--- src/design/srd_pkg.sv ---
// Shared types for the signed restoring divider pipeline.
`default_nettype none

package srd_pkg;

    // Control that travels alongside each word through the step stages.
    typedef struct packed {
        logic valid;
        logic zero_div;
        logic signs_differ;
    } srd_ctrl_t;

endpackage

`default_nettype wire

--- src/design/srd_step.sv ---
// One registered step of signed restoring division over the AQ register.
`default_nettype none

module srd_step
    import srd_pkg::*;
#(
    parameter int REGISTER_WIDTH = 16
) (
    input  wire logic                            aclk,
    input  wire logic                            aresetn,
    input  wire srd_ctrl_t                       in_ctrl,
    input  wire logic [REGISTER_WIDTH-1:0]       in_aq,
    input  wire logic [REGISTER_WIDTH/2-1:0]     in_dvs,
    output logic                                 in_ready,
    output srd_ctrl_t                            out_ctrl,
    output logic [REGISTER_WIDTH-1:0]            out_aq,
    output logic [REGISTER_WIDTH/2-1:0]          out_dvs,
    input  wire logic                            out_ready
);

    localparam int HalfWidth = REGISTER_WIDTH / 2;

    srd_ctrl_t                   ctrl_reg;
    logic [REGISTER_WIDTH-1:0]   aq_reg;
    logic [HalfWidth-1:0]        dvs_reg;
    logic [REGISTER_WIDTH-1:0]   aq_next;
    logic [REGISTER_WIDTH-1:0]   shifted;
    logic [REGISTER_WIDTH-1:0]   m_full;
    logic [REGISTER_WIDTH-1:0]   trial;
    logic                        keep;

    // Shift AQ left, then subtract M when the signs agree and add it otherwise.
    always_comb begin
        shifted = {in_aq[REGISTER_WIDTH-2:0], 1'b0};
        m_full  = {in_dvs, {HalfWidth{1'b0}}};
        if (shifted[REGISTER_WIDTH-1] == in_dvs[HalfWidth-1]) begin
            trial = shifted - m_full;
        end else begin
            trial = shifted + m_full;
        end
        // Keep the trial value when the sign held or the whole word became zero.
        keep = (shifted[REGISTER_WIDTH-1] == trial[REGISTER_WIDTH-1]) || (trial == '0);
        if (keep) begin
            aq_next = {trial[REGISTER_WIDTH-1:1], 1'b1};
        end else begin
            aq_next = shifted;
        end
    end

    // The stage may load whenever it is empty or its word moves on.
    assign in_ready = !ctrl_reg.valid || out_ready;

    // Control is reset; the payload registers load with the word.
    always_ff @(posedge aclk) begin
        if (!aresetn) begin
            ctrl_reg <= '0;
        end else if (in_ready) begin
            ctrl_reg <= in_ctrl;
        end
    end

    always_ff @(posedge aclk) begin
        if (in_ready && in_ctrl.valid) begin
            aq_reg  <= aq_next;
            dvs_reg <= in_dvs;
        end
    end

    assign out_ctrl = ctrl_reg;
    assign out_aq   = aq_reg;
    assign out_dvs  = dvs_reg;

endmodule

`default_nettype wire

--- src/design/signed_restoring_divider.sv ---
// Pipelined signed restoring divider: REGISTER_WIDTH-bit dividend by half-width divisor.
//
// Usage: a dividend and divisor word enters on the s_ channel (s_valid/s_ready)
// and one result word leaves on the m_ channel (m_valid/m_ready) carrying the
// quotient, the remainder and a divide-by-zero flag. When the flag is set the
// quotient and remainder read as zero.
// A word passes through one register stage for each of the REGISTER_WIDTH/2
// restoring steps, then the output stage that applies the sign correction to
// the quotient.
// Throughput is one word per cycle; each stage holds one word, so a new word
// enters every cycle while the output is taken.
// Reset clears every valid bit, so the pipeline comes out of reset empty.
// When the receiver holds m_ready low, the words close up behind the output
// register and s_ready falls only once every stage is full; nothing is lost
// or repeated.
`default_nettype none

module signed_restoring_divider
    import srd_pkg::*;
#(
    parameter int REGISTER_WIDTH = 16
) (
    input  wire logic                               aclk,
    input  wire logic                               aresetn,
    input  wire logic                               s_valid,
    output logic                                    s_ready,
    input  wire logic signed [REGISTER_WIDTH-1:0]   s_dividend,
    input  wire logic signed [REGISTER_WIDTH/2-1:0] s_divisor,
    output logic                                    m_valid,
    input  wire logic                               m_ready,
    output logic signed [REGISTER_WIDTH/2-1:0]      m_quotient,
    output logic signed [REGISTER_WIDTH/2-1:0]      m_remainder,
    output logic                                    m_zero_divisor
);

    localparam int HalfWidth = REGISTER_WIDTH / 2;

    srd_ctrl_t                 stage_ctrl  [0:HalfWidth];
    logic [REGISTER_WIDTH-1:0] stage_aq    [0:HalfWidth];
    logic [HalfWidth-1:0]      stage_dvs   [0:HalfWidth];
    logic                      stage_ready [0:HalfWidth];

    logic                      m_valid_reg;
    logic [HalfWidth-1:0]      m_quotient_reg;
    logic [HalfWidth-1:0]      m_remainder_reg;
    logic                      m_zero_divisor_reg;
    logic [HalfWidth-1:0]      quotient_next;
    logic [HalfWidth-1:0]      remainder_next;
    logic [HalfWidth-1:0]      q_low;

    // Incoming word feeds the first step directly.
    always_comb begin
        stage_ctrl[0].valid        = s_valid;
        stage_ctrl[0].zero_div     = (s_divisor == '0);
        stage_ctrl[0].signs_differ = s_dividend[REGISTER_WIDTH-1] ^ s_divisor[HalfWidth-1];
        stage_aq[0]                = s_dividend;
        stage_dvs[0]               = s_divisor;
    end

    assign s_ready = stage_ready[0];

    // One register stage per restoring step.
    for (genvar i = 0; i < HalfWidth; i++) begin : g_step
        srd_step #(
            .REGISTER_WIDTH(REGISTER_WIDTH)
        ) u_step (
            .aclk     (aclk),
            .aresetn  (aresetn),
            .in_ctrl  (stage_ctrl[i]),
            .in_aq    (stage_aq[i]),
            .in_dvs   (stage_dvs[i]),
            .in_ready (stage_ready[i]),
            .out_ctrl (stage_ctrl[i+1]),
            .out_aq   (stage_aq[i+1]),
            .out_dvs  (stage_dvs[i+1]),
            .out_ready(stage_ready[i+1])
        );
    end

    // Output stage: sign correction of the quotient and zero-divisor masking.
    assign stage_ready[HalfWidth] = !m_valid_reg || m_ready;

    always_comb begin
        q_low = stage_aq[HalfWidth][HalfWidth-1:0];
        if (stage_ctrl[HalfWidth].zero_div) begin
            quotient_next  = '0;
            remainder_next = '0;
        end else begin
            remainder_next = stage_aq[HalfWidth][REGISTER_WIDTH-1:HalfWidth];
            if (stage_ctrl[HalfWidth].signs_differ) begin
                quotient_next = '0 - q_low;
            end else begin
                quotient_next = q_low;
            end
        end
    end

    always_ff @(posedge aclk) begin
        if (!aresetn) begin
            m_valid_reg <= 1'b0;
        end else if (stage_ready[HalfWidth]) begin
            m_valid_reg <= stage_ctrl[HalfWidth].valid;
        end
    end

    always_ff @(posedge aclk) begin
        if (stage_ready[HalfWidth] && stage_ctrl[HalfWidth].valid) begin
            m_quotient_reg     <= quotient_next;
            m_remainder_reg    <= remainder_next;
            m_zero_divisor_reg <= stage_ctrl[HalfWidth].zero_div;
        end
    end

    assign m_valid        = m_valid_reg;
    assign m_quotient     = m_quotient_reg;
    assign m_remainder    = m_remainder_reg;
    assign m_zero_divisor = m_zero_divisor_reg;

    // A zero divisor always comes out with a cleared quotient and remainder.
    a_zero_div_clears: assert property (@(posedge aclk) disable iff (!aresetn)
        m_valid && m_zero_divisor |-> m_quotient == '0 && m_remainder == '0)
        else $error("zero divisor word carries non-zero results");

    // Input back-pressure only arises when the first stage holds a word.
    a_ready_only_when_full: assert property (@(posedge aclk) disable iff (!aresetn)
        !s_ready |-> stage_ctrl[1].valid)
        else $error("input stalled while first stage empty");

    // The pipeline is empty straight after reset.
    a_empty_after_reset: assert property (@(posedge aclk)
        !aresetn |=> !m_valid)
        else $error("result word valid after reset");

    // A word waiting in the output register is held until taken.
    a_output_held: assert property (@(posedge aclk) disable iff (!aresetn)
        m_valid && !m_ready |=> m_valid && $stable(m_quotient) && $stable(m_remainder))
        else $error("result word changed while stalled");

endmodule

`default_nettype wire
--- config.mk ---
export PLATFORM = sky130hd
export DESIGN_NAME = signed_restoring_divider
export DESIGN_NICKNAME = d
export VERILOG_FILES = /design/src/design/srd_pkg.sv /design/src/design/srd_step.sv /design/src/design/signed_restoring_divider.sv
export SDC_FILE = /design/constraint.sdc
export NUM_CORES = 1
export LEC_CHECK = 0
export ABC_CLOCK_PERIOD_IN_PS = 7500
export BUFFER_PORTS_ARGS = -buffer_cell sky130_fd_sc_hd__buf_4
export CELL_PAD_IN_SITES_DETAIL_PLACEMENT = 0
export CELL_PAD_IN_SITES_GLOBAL_PLACEMENT = 1
export CORE_UTILIZATION = 45
export CTS_CLUSTER_DIAMETER = 100
export DETAILED_ROUTE_END_ITERATION = 6
export PLACE_DENSITY = 0.74
export SETUP_SLACK_MARGIN = 0.1
export SLEW_MARGIN = 40
export SYNTH_ARGS = -nofsm -noshare
export SYNTH_HDL_FRONTEND = slang
export SYNTH_SLANG_ARGS = --single-unit
export TNS_END_PERCENT = 100
--- constraint.sdc ---
create_clock -name aclk -period 7.5 [get_ports aclk]
set_clock_uncertainty 0.2 [all_clocks]
set_input_delay 0.375 -clock aclk [delete_from_list [all_inputs] [get_ports aclk]]
set_output_delay 0.375 -clock aclk [all_outputs]
set_load 0.1 [all_outputs]
==> results of run 1 <==
==> placed cells by master (no fill, tap or decap), drive strengths merged, types with 29 or more instances in the layout <==
cell type,count
nand3b,29
ha,65
nand3,44
mux2i,48
a21oi,52
buf,51
edfxtp,194
nor3,36
inv,109
xnor2,63
nor2b,54
nand2,41
clkbuf,30
nor2,81
o221ai,41
==> timing repair <==
| action | 4_1_cts | 5_1_grt |
|---|---|---|
| setup buffers | 0 | 0 |
| hold buffers | 18 | 0 |
| gates resized for setup | 0 | 0 |
| hold endpoints to repair | 19 | 0 |
==> routing by layer <==
| layer | vias up | global-route usage | share of wire |
|---|---|---|---|
| met2 | 130 | 0.3264 | 0.50 |
| met4 | 0 | 0.05885 | 0.030 |
| met1 | 4402 | 0.2247 | 0.44 |
| met5 | - | 0 | 0 |
| li1 | 4641 | - | - |
| met3 | 57 | 0.01903 | 0.024 |
==> layout make-up <==
type                    count  area (um2)  share of cell area
clock inverters            13       146.4            0.009656
flip-flops and latches    219        6326              0.4173
well taps                 384       480.5             0.03169
inverters                 106       397.9             0.02624
clock buffers              30       654.4             0.04316
multi-input cells         844        6593              0.4348
repair buffers             69       563.0             0.03714
==> worst max-delay path, delay by kind of cell (launching register included) <==
kind	cells	cell delay (ns)
DFF	1	0.68
muxes	1	0.41
AOI/OAI and AO/OA	4	0.94
xor gates and xnor gates	1	0.41
adders and majority gates	1	0.43
and+or+nand+nor	2	0.74
==> through the flow <==
stage / util / hold WS, ns
6_report: 0.5240 / 0.02864
5_1_grt: 0.5240 / 0.04784
4_1_cts: 0.5226 / 0.01888
3_5_place_dp: 0.4887 / 0.2334
3_3_place_gp: 0.4880 / 0.2223
2_1_floorplan: - / 0.2166
==> kinds of logic after synthesis <==
| logic type | share of synthesized area |
|---|---|
| DFF | 0.4731 |
| AOI/OAI and AO/OA | 0.1364 |
| buffers and inverters | 0.04014 |
| and+or+nand+nor | 0.1640 |
| xor gates and xnor gates | 0.06578 |
| adders and majority gates | 0.07280 |
| muxes | 0.04772 |
==> worst paths after layout <==
kind | end
worst max-delay path | g_step[5].u_step.out_aq[14]$_DFFE_PP_
worst max register to register | g_step[5].u_step.out_aq[14]$_DFFE_PP_
worst min-delay path | g_step[0].u_step.out_ctrl[0]$_SDFFE_PN0N_
worst min register to register | g_step[1].u_step.out_aq[4]$_DFFE_PP_
==> power by group <==
group          internal (mW)  switching [mW]
combinational          0.465           0.606
sequential              1.41          0.0634
clock                  0.697           0.485
total                   2.57            1.15
==> impl_metrics.env, run 1 <==
export IMPL_nFillCells=2515
export IMPL_yosysSeqAreaShare=0.4731
export IMPL_drt_wl_total_um=27170
export IMPL_drive_above_1_share=0.1210
export IMPL_synth_nets=1296
export IMPL_powerDensity_nw_per_um2=245.8
export IMPL_fp_dieH_um=174.4
export IMPL_rsz0062_at_grt="no"
export IMPL_remaining_drc_errors=0
export IMPL_grt_pass1_vias=9087
export IMPL_crit_chain="xnor2_2 -> mux2_2 -> fa_1 -> nor2b_1 -> o31a_2 -> a21oi_1 -> or4_4 -> o311ai_4 -> o221ai_1"
export IMPL_synthCells=1195
export IMPL_cp_startpoint="g_step[4].u_step.out_aq[14]$_DFFE_PP_"
export IMPL_cts_sinks=219
export IMPL_hold_start="s_dividend[15]"
export IMPL_peakVddDrop_mv=0.1995
export IMPL_dieArea_um2=30410
export IMPL_io_buffers=46
export IMPL_crit_path_top_delay_cell="edfxtp_1"
export IMPL_synthArstFlopShare=0
export IMPL_synth_top_cell_area_share=0.4357
export IMPL_relSlewSlack=0.5046
export IMPL_syn_to_final_growth_pct=13.38
export IMPL_yosys_top_cells_count="edfxtp_1 (194), inv_1 (106), nor2_1 (81)"
export IMPL_final_area_um2=15160
export IMPL_dpl_instance_area_um2=14140
export IMPL_numCtsBuffers=24
export IMPL_io_pins=47
export IMPL_gp_congestion=0.8359
export IMPL_drv_cap=0
export IMPL_outcome="complete, no violations"
export IMPL_worstPathArrival_ns=4.14
export IMPL_ant_nets=0
export IMPL_yosysMostFrequentCell="edfxtp_1"
export IMPL_syn_area_per_cell_um2=11.19
export IMPL_cts_root_buffer="clkbuf_16"
export IMPL_synth_area_leaders="edfxtp_1 (44%), ha_1 (6.1%), dfxtp_1 (3.7%)"
export IMPL_synth_edf_count=194
export IMPL_grt_overflow_total=0
export IMPL_drv_slew=0
export IMPL_vias_per_cell=5.544
export IMPL_fin_crit_sh=0.5523
export IMPL_finalPower_mw=3.727
export IMPL_critPathRequiredTime_ns=7.50
export IMPL_grt_max_degree=26
export IMPL_min_period_ns=4.142
export IMPL_reg2reg_setup_slack_ns=3.36
export IMPL_rows=62
export IMPL_instances_no_fill=1665
export IMPL_dpl_hpwl_um=20550
export IMPL_initial_core_util=0.4621
export IMPL_drt_iter0_markers=530
export IMPL_worstRegToRegCells=9
export IMPL_fmax_mhz=241.4
export IMPL_synth_ff_type="edfxtp_1"
export IMPL_wl_per_cell_um=16.32
export IMPL_antenna_cells=0
export IMPL_worstHoldPathCells=4
export IMPL_largest_reg_flops=121
export IMPL_setup_violations=0
export IMPL_firstDrtPassIters=5
export IMPL_dp_slack_ns=3.332
export IMPL_die_w_um=174.4
export IMPL_place_inst=1604
export IMPL_yosysWarnings=0
export IMPL_clkTransAtPathRegs_ns=0.06
export IMPL_nets=1365
export IMPL_finalSetupTns_ns=0
export IMPL_start_kind="flop"
export IMPL_cpPeakStageDelay_ns=0.68
export IMPL_finalHoldViolCount=0
export IMPL_grt_use_total=0.1808
export IMPL_clk_latency_ns=0.52
export IMPL_htreeDepth=1
export IMPL_cts_tree="yes"
export IMPL_cp_end_kind="flop"
export IMPL_fin_ws_ns=3.358
export IMPL_p_leak_nw=5.604
export IMPL_grt_pass1_wl_um=45080
export IMPL_core_area_um2=28940
export IMPL_crit_type="reg2reg"
export IMPL_regToRegStartpoint="g_step[4].u_step.out_aq[14]$_DFFE_PP_"
export IMPL_ctsLongestPathBuffers=3
export IMPL_syn_cell_area_um2=13370
export IMPL_antenna_found_initial=0
export IMPL_hp_class="in2reg"
export IMPL_synth_top_cell_by_area="edfxtp_1"
export IMPL_critPathMaxFanout=18
export IMPL_vias=9230
export IMPL_synthDistinctLibCells=67
export IMPL_tightest_slew_ns=0.7424
export IMPL_synth_seq_cells=219
(Power assumes the default switching activity.)
==> run 2: changes to the inputs <==
- ABC_CLOCK_PERIOD_IN_PS: 7500 -> 3640
- PLACE_DENSITY: 0.74 -> 0.77
- clock period: 7.5 -> 3.64 ns (I/O delays scaled with it)
==> run 2 against run 1 <==
Effect of this change:
- sequential cell count unchanged
- largest cell class unchanged
- critical path type unchanged
- cell count is 6.5% higher
- via count grew 4.1%
- final area increased by 8.7%
- fmax rose by 16%
==> impl_metrics.env, run 2 (synthesis results as in run 1) <==
export IMPL_crit_path_top_delay_cell="edfxtp_1"
export IMPL_grt_max_degree=26
export IMPL_cts_tree="yes"
export IMPL_wl_per_cell_um=16.00
export IMPL_place_inst=1638
export IMPL_rsz0062_at_grt="yes"
export IMPL_clk_latency_ns=0.51
export IMPL_dieArea_um2=30410
export IMPL_outcome="complete, no violations"
export IMPL_drt_wl_total_um=28370
export IMPL_drive_above_1_share=0.2361
export IMPL_nets=1473
export IMPL_clkTransAtPathRegs_ns=0.06
export IMPL_grt_overflow_total=0
export IMPL_drv_slew=0
export IMPL_drt_iter0_markers=406
export IMPL_setup_violations=0
export IMPL_tightest_slew_ns=0.6948
export IMPL_fp_dieH_um=174.4
export IMPL_syn_to_final_growth_pct=23.30
export IMPL_peakVddDrop_mv=0.5011
export IMPL_grt_pass1_vias=8968
export IMPL_io_buffers=46
export IMPL_antenna_found_initial=0
export IMPL_ant_nets=0
export IMPL_antenna_cells=0
export IMPL_numCtsBuffers=25
export IMPL_relSlewSlack=0.5358
export IMPL_grt_pass1_wl_um=44730
export IMPL_vias=9612
export IMPL_largest_reg_flops=121
export IMPL_gp_congestion=0.8516
export IMPL_rows=62
export IMPL_grt_use_total=0.1789
export IMPL_min_period_ns=3.584
export IMPL_crit_type="reg2reg"
export IMPL_finalHoldViolCount=0
export IMPL_p_leak_nw=6.216
export IMPL_timing_critical_path_mode_cell="buf_6"
export IMPL_powerDensity_nw_per_um2=491.2
export IMPL_hp_class="in2reg"
export IMPL_crit_chain="xnor2_2 -> buf_6 -> nor2_1 -> xnor2_1 -> ha_1 -> nor2b_4 -> o31a_1 -> buf_4 -> or4_4 -> nand3_4 -> o311ai_4 -> buf_6 -> o221ai_1"
export IMPL_htreeDepth=1
export IMPL_cp_end_kind="flop"
export IMPL_final_area_um2=16490
export IMPL_remaining_drc_errors=0
export IMPL_final_cell_mix="edfxtp_1 (194), buf_4 (139), inv_1 (106), nor2_1 (78), ha_1 (59)"
export IMPL_die_w_um=174.4
export IMPL_ctsLongestPathBuffers=3
export IMPL_dpl_hpwl_um=20740
export IMPL_final_common_cell="edfxtp_1"
export IMPL_dpl_instance_area_um2=14410
export IMPL_worstPathArrival_ns=3.72
export IMPL_cts_root_buffer="clkbuf_16"
export IMPL_critPathMaxFanout=7
export IMPL_drv_cap=0
export IMPL_whs_ns=0.1965
export IMPL_firstDrtPassIters=5
export IMPL_instances_no_fill=1773
export IMPL_vias_per_cell=5.421
export IMPL_io_pins=47
export IMPL_core_area_um2=28940
export IMPL_cpPeakStageDelay_ns=0.44
export IMPL_initial_core_util=0.4621
export IMPL_fin_crit_sh=0.9847
export IMPL_critPathRequiredTime_ns=3.77
export IMPL_fmax_mhz=279.0
export IMPL_cts_sinks=219
export IMPL_start_kind="flop"
-- run 2: cell count changes in the layout (fill, tap and decap cells not counted), sizes merged --
cell,delta
clkinvlp,+3
o2111ai,+1
bufinv,-1
clkinv,+1
dlygate4sd3,+10
inv,-1
buf,+96
clkbuf,-1
-- run 2: final cells by class --
cell class | count | area [um2]
clock buffer | 29 | 640.6
clock inverter | 15 | 117.6
fill | 2423 | 12450
inverter | 106 | 397.9
multi-input combinational | 845 | 7084
sequential | 219 | 6326
tap | 384 | 480.5
timing repair buffer | 175 | 1440
-- run 2: final timing paths --
check / startpoint / to / slack, ns / depth (start not counted)
hold / removal: s_dividend[5] / g_step[0].u_step.out_aq[6]$_DFFE_PP_ / 0.20 / 2
setup reg to reg: g_step[0].u_step.out_aq[14]$_DFFE_PP_ / g_step[1].u_step.out_aq[8]$_DFFE_PP_ / 0.06 / 13
setup / recovery: g_step[0].u_step.out_aq[14]$_DFFE_PP_ / g_step[1].u_step.out_aq[8]$_DFFE_PP_ / 0.06 / 13
hold reg to reg: g_step[4].u_step.out_aq[4]$_DFFE_PP_ / g_step[5].u_step.out_aq[5]$_DFFE_PP_ / 0.25 / 0
-- run 2: metal layers --
metal	vias to the layer above	part of all wire	GRT usage
met1	4590	0.44	0.2308
li1	4856	-	-
met3	44	0.031	0.02318
met2	122	0.51	0.3186
met5	-	0	0
met4	0	0.020	0.03838
-- run 2: what timing repair did --
item	4_1_cts	5_1_grt
setup endpoints to repair	32	63
endpoints found under the hold margin	47	0
resized for setup	7	100
buffers inserted	11	51
pin swaps	6	53
gates cloned	0	1
hold buffers	28	0
-- run 2: worst max-delay path: cells and delay by family, from the launching register on --
kind	cells	cell delay [ns]
adders and majority gates	1	0.34
buffers and inverters	3	0.48
AOI/OAI and AO/OA	3	0.66
xor gates and xnor gates	2	0.52
DFF	1	0.44
and+or+nand+nor	4	0.73
-- run 2: where the power goes --
| group | total, mW | leakage, nW | switching [mW] | internal, mW |
|---|---|---|---|---|
| clock | 2.31 | 0.363 | 0.972 | 1.33 |
| sequential | 3.00 | 1.98 | 0.0917 | 2.91 |
| combinational | 2.79 | 3.87 | 1.43 | 1.36 |
| total | 8.10 | 6.22 | 2.50 | 5.60 |
-- run 2: per-stage QoR --
step / worst slack, ns / total power [mW] / utilization / setup TNS, ns
5_1_grt: -0.08620 / 8.503 / 0.5698 / -0.1851
3_3_place_gp: -0.1071 / 5.313 / 0.4973 / -0.1347
6_report: 0.05576 / 8.099 / 0.5698 / 0
2_1_floorplan: 0.1728 / 4.800 / - / 0
3_5_place_dp: -0.09771 / 5.352 / 0.4979 / -0.1708
4_1_cts: 0.1068 / 7.734 / 0.5384 / 0
